**config.mk**
```make
export PLATFORM = sky130hd
export DESIGN_NAME = lrb_ctrl
export DESIGN_NICKNAME = d
export VERILOG_FILES = /design/src/rtl/core/lrb_pkg.sv /design/src/rtl/core/lrb_ctrl.sv
export SDC_FILE = /design/constraint.sdc
export NUM_CORES = 1
export LEC_CHECK = 0
export BUFFER_PORTS_ARGS = -buffer_cell sky130_fd_sc_hd__buf_2
export CORE_AREA = 5 5 42 44
export CTS_CLUSTER_DIAMETER = 100
export DETAILED_ROUTE_END_ITERATION = 7
export DIE_AREA = 0 0 47 49
export SYNTH_ARGS = -nofsm -noshare
export SYNTH_HDL_FRONTEND = slang
export SYNTH_SLANG_ARGS = --single-unit
```
**constraint.sdc**
```tcl
create_clock -name clk -period 2.5 [get_ports clk]
set_input_delay 0.375 -clock clk [delete_from_list [all_inputs] [get_ports clk]]
set_output_delay 0.375 -clock clk [all_outputs]
set_load 0.02 [all_outputs]
```
**src/rtl/core/lrb_pkg.sv**
```systemverilog
// Shared widths, operation and status codes, and the controller command struct
// for the log ring buffer. No dependencies.
package lrb_pkg;

  localparam int BUF_BYTES_DEF = 1024;

  localparam int OP_W   = 3;
  localparam int BYTE_W = 8;
  localparam int LEN_W  = 12;
  localparam int STAT_W = 2;
  localparam int FILL_W = 11;
  localparam int OVR_W  = 16;

  localparam logic [OP_W-1:0] OP_START = 3'd0;
  localparam logic [OP_W-1:0] OP_WRITE = 3'd1;
  localparam logic [OP_W-1:0] OP_READ  = 3'd2;
  localparam logic [OP_W-1:0] OP_QUERY = 3'd3;
  localparam logic [OP_W-1:0] OP_OPEN  = 3'd4;

  localparam logic [STAT_W-1:0] ST_OK       = 2'd0;
  localparam logic [STAT_W-1:0] ST_TOO_LONG = 2'd1;
  localparam logic [STAT_W-1:0] ST_OVERRUN  = 2'd2;
  localparam logic [STAT_W-1:0] ST_EMPTY    = 2'd3;

  localparam logic [OVR_W-1:0] OVR_MAX = '1;

  // Commands from the controller to the datapath.
  typedef struct packed {
    logic latch;    // capture the accepted item
    logic exec;     // update state, access the byte store
    logic publish;  // load the output registers
  } dp_cmd_t;

endpackage

```
**src/rtl/core/lrb_ctrl.sv**
```systemverilog
// Controller of the log ring buffer: sequences accept, execute and result
// hand-off. Depends on lrb_pkg.
module lrb_ctrl import lrb_pkg::*; (
  input  logic    clk,
  input  logic    rst_n,
  input  logic    in_valid,
  output logic    in_ready,
  output logic    out_valid,
  input  logic    out_ready,
  output dp_cmd_t cmd
);

  typedef enum logic [1:0] {
    S_IDLE,
    S_EXEC,
    S_DONE
  } state_t;

  state_t state_r, state_nxt;
  logic   out_valid_r, out_valid_nxt;
  logic   slot_free;

  // The output register is free when empty or when its item leaves this cycle.
  assign slot_free   = !out_valid_r || out_ready;
  assign in_ready    = (state_r == S_IDLE);
  assign out_valid   = out_valid_r;
  assign cmd.latch   = in_valid && (state_r == S_IDLE);
  assign cmd.exec    = (state_r == S_EXEC);
  assign cmd.publish = (state_r == S_DONE) && slot_free;

  always_comb begin
    state_nxt     = state_r;
    out_valid_nxt = out_valid_r;
    if (out_valid_r && out_ready) begin
      out_valid_nxt = 1'b0;
    end
    case (state_r)
      S_IDLE: begin
        if (in_valid) begin
          state_nxt = S_EXEC;
        end
      end
      S_EXEC: begin
        state_nxt = S_DONE;
      end
      S_DONE: begin
        if (slot_free) begin
          out_valid_nxt = 1'b1;
          state_nxt     = S_IDLE;
        end
      end
      default: begin
        state_nxt = S_IDLE;
      end
    endcase
  end

  always_ff @(posedge clk) begin
    if (!rst_n) begin
      state_r     <= S_IDLE;
      out_valid_r <= 1'b0;
    end else begin
      state_r     <= state_nxt;
      out_valid_r <= out_valid_nxt;
    end
  end

  a_accept_exec: assert property (@(posedge clk) disable iff (!rst_n)
    cmd.latch |=> state_r == S_EXEC)
    else $error("accepted item not executed");

  a_publish_valid: assert property (@(posedge clk) disable iff (!rst_n)
    cmd.publish |=> out_valid_r && state_r == S_IDLE)
    else $error("published result not presented");

endmodule

```
==> results.txt <==
The run finished with clean final reports. The number of antenna violations at the first check in global routing is 0. Prior to clock tree synthesis, the placed netlist has a worst setup slack of 1.24 ns. Setup repair after global routing left no endpoint under its margin. The library cell used most frequently in the layout, excluding fill and tap cells, is sky130_fd_sc_hd__buf_2.

Adding up every negative setup slack in the final design gives 0 ns. The count of cell types in the netlist came out at 10. The number of pins with negative max-slew slack in the final report came out at 0. In this run the worst hold path is classified as input port to flop. Summed over all cells, the static leakage comes to 0.104 nW. The signal on the critical path passes through nand2b_1 > nor2b_1 > buf_2.

Summed over all instances, the cell type with the most area after synthesis is sky130_fd_sc_hd__dfxtp_1. The maximum fanout along the worst path is 5. Overall power consumption after layout is estimated at 0.157 mW. The global-route met1 utilization came out at 3.51%. On the critical path the largest part of the delay comes from flip-flops.

The effective utilization at floorplan came out at 9.91%. The tool flagged a number of max-cap violations equal to 0. The routed wire length came out at 328 um. The synthesis-to-finish area growth came out at 62.2%. The clock insertion delay at the later pin of the skew report is 0.23 ns. The global-route met3 utilization is 3.32%. The share of post-route cells with drive strength above 1 came out at 52.0%. The root buffer cell chosen for the clock tree is sky130_fd_sc_hd__clkbuf_4. The site row count is 14. The maximum count of clock buffers along a single path came out at 2. IR analysis of the VDD net gives a maximum drop of 108 uV.

The die outline height is 49 um. The sequential share of the synthesized area came out at 43.2%. The capturing element type of the critical path is an output pin. The clock transition time at the flip-flop clock pins of the worst setup and hold paths is 0.04 ns.

The overall routing resource usage is 4.15%. The detailed router finished its first iteration with 0 violations. The number of vias per cell came out at 3.12. The placer congestion estimate came out at 0.636. For this design, the slowest cell found on the critical path is sky130_fd_sc_hd__dfxtp_1. Port buffering added 8 buffers. STA puts the critical path data arrival time at 0.99 ns. The detail route stage leaves a number of antenna-violating nets equal to 0. The final-layout fill cell count came out at 165.

The count of final setup violators is 0. The total count of hold-check failures in the final report is 0. The hold-fix buffer count after cts came out at 0. Yosys attributes the largest share of cell area to sky130_fd_sc_hd__dfxtp_1 43%, sky130_fd_sc_hd__and4bb_1 9.0%, sky130_fd_sc_hd__nand2b_1 9.0%.

The total overflow reported by the global router came out at 0. STA classifies the critical path startpoint as a flop. The most used routing layer in global routing is met4. The average wire per cell in the routed design is 8.00 um. The transition at the pin with the smallest max-transition slack is 0.155 ns.

The overall via count from detail_route came out at 128. The quantity of gates resized following cts is 0. The largest stage delay on the critical path is 0.33 ns. The cell area after synthesis came out at 139 um2. The number of buffers added by the clock tree synthesis step came out at 3.

The top cell types in the final layout, fill and taps aside, are 8 x sky130_fd_sc_hd__buf_2, 3 x sky130_fd_sc_hd__clkbuf_4, 3 x sky130_fd_sc_hd__dfxtp_1. The part of the cycle the worst path needs came out at 54.4%. The cell count after synthesis came out at 13. The die extent in x came out at 47 um. The area of the placeable core came out at 1400 um2. After legalization and detailed placement, the total HPWL measured 271 um.

The TritonCTS sink count is 3. At the end of the flow the core is filled with cells to 16.1%. The relative slew slack is 89.6%. The critical path is of the flop to output pin type. The first global-routing pass estimated 531 um of wire. The total number of H-tree levels came out at 1. The number of nets produced by synthesis came out at 17. The yosys synthesis warning count came out at 0. Entering global routing, the biggest net connects 6 pins. Across the routed clock network, the largest skew measured is 0.000995 ns. The post-CTS setup buffer count is 0. The post-place instance area came out at 199 um2. For met2 alone, demand over resource in global routing was 4.30%.

The highest attainable clock frequency is 735 MHz. The power density of the placed cells is 698 nW/um2. The average cell area after synthesis is 10.7 um2. The final critical-path required period is 1.36 ns. The via count of the first global-routing pass is 141. The final critical-path setup slack came out at 1.14 ns. The antenna cell count is 0. After detailed routing, the number of remaining DRC violations is 0. The area of all placed cells without fillers came out at 225 um2.

TritonCTS built the clock tree. Of the post-synthesis cell area, the dominant cell type holds 43.2%. The number of ports placed on the die boundary came out at 9. For this run, the detailed router's first-pass iteration total came to 1. The number of buffers and inverters on the critical path is 1. The required time at the endpoint of the critical path came out at 2.12 ns. The number of flip-flops and latches in the synthesized netlist is 3.

The final-stage net count is 30. The area enclosed by the die boundary came out at 2300 um2.
-- cell usage after synthesis --
| cell type | number |
|---|---|
| sky130_fd_sc_hd__nor3b_2 | 1 |
| sky130_fd_sc_hd__nand2b_1 | 2 |
| sky130_fd_sc_hd__nor2b_1 | 1 |
| sky130_fd_sc_hd__o21a_1 | 1 |
| sky130_fd_sc_hd__and2_1 | 1 |
| sky130_fd_sc_hd__nor2_1 | 1 |
| sky130_fd_sc_hd__and4bb_1 | 1 |
| sky130_fd_sc_hd__dfxtp_1 | 3 |
| sky130_fd_sc_hd__a21boi_0 | 1 |
| sky130_fd_sc_hd__and2b_4 | 1 |
-- final cells by class --
class / instances / area (um2) / share of cell area (%)
Multi-Input combinational cell: 10 / 78.8 / 35.0
Sequential cell: 3 / 60.1 / 26.7
Timing Repair Buffer: 8 / 40.0 / 17.8
Clock buffer: 4 / 26.3 / 11.7
Tap cell: 16 / 20.0 / 8.89
-- through the flow --
step | hold slack (ns) | std cells
after global routing | 0.403 | 41
after detailed placement | 0.523 | 37
after CTS | 0.369 | 41
final | 0.376 | 41
after global placement | 0.516 | 37
after floorplan | 0.492 | 13
-- worst register-to-register path: cells and delay by family, from the launching register on --
family / cells / cell delay (ns)
DFF: 1 / 0.38
and+or+nand+nor: 1 / 0.21
AOI/OAI and AO/OA: 1 / 0.17
-- per-layer routing --
metal | up-vias | wire, um | share of wire (%)
met5 | - | 0 | 0
met4 | 0 | 0 | 0
met3 | 0 | 56 | 17
met2 | 7 | 162 | 49
met1 | 52 | 109 | 33
li1 | 69 | - | -
-- cells by family after synthesis --
group,after synthesis,share of synthesized area (%)
AO/OA/AOI/OAI,2,10.8
AND/OR/NAND/NOR,8,45.9
flip-flops,3,43.2
-- path summary, 6_finish.rpt --
kind | startpoint | to | slack (ns) | cells after the start
setup reg to reg | state_r[1] | state_r[1] | 1.63 | 2
hold reg to reg | out_valid | out_valid | 0.51 | 2
setup / recovery | state_r[0] | cmd[0] | 1.14 | 3
hold / removal | rst_n | state_r[1] | 0.38 | 2
-- state kept, by name, indices dropped and copies added (netlist names) --
| signal | flops |
|---|---|
| state_r | 2 |
| out_valid | 1 |
-- report_power, final --
part           switching (mW)  internal [mW]  leakage (nW)
Sequential            0.00239         0.0504        0.0246
Clock                  0.0236         0.0597        0.0150
Combinational          0.0110         0.0102        0.0646
Total                  0.0369          0.120         0.104
(Power assumes the default switching activity.)
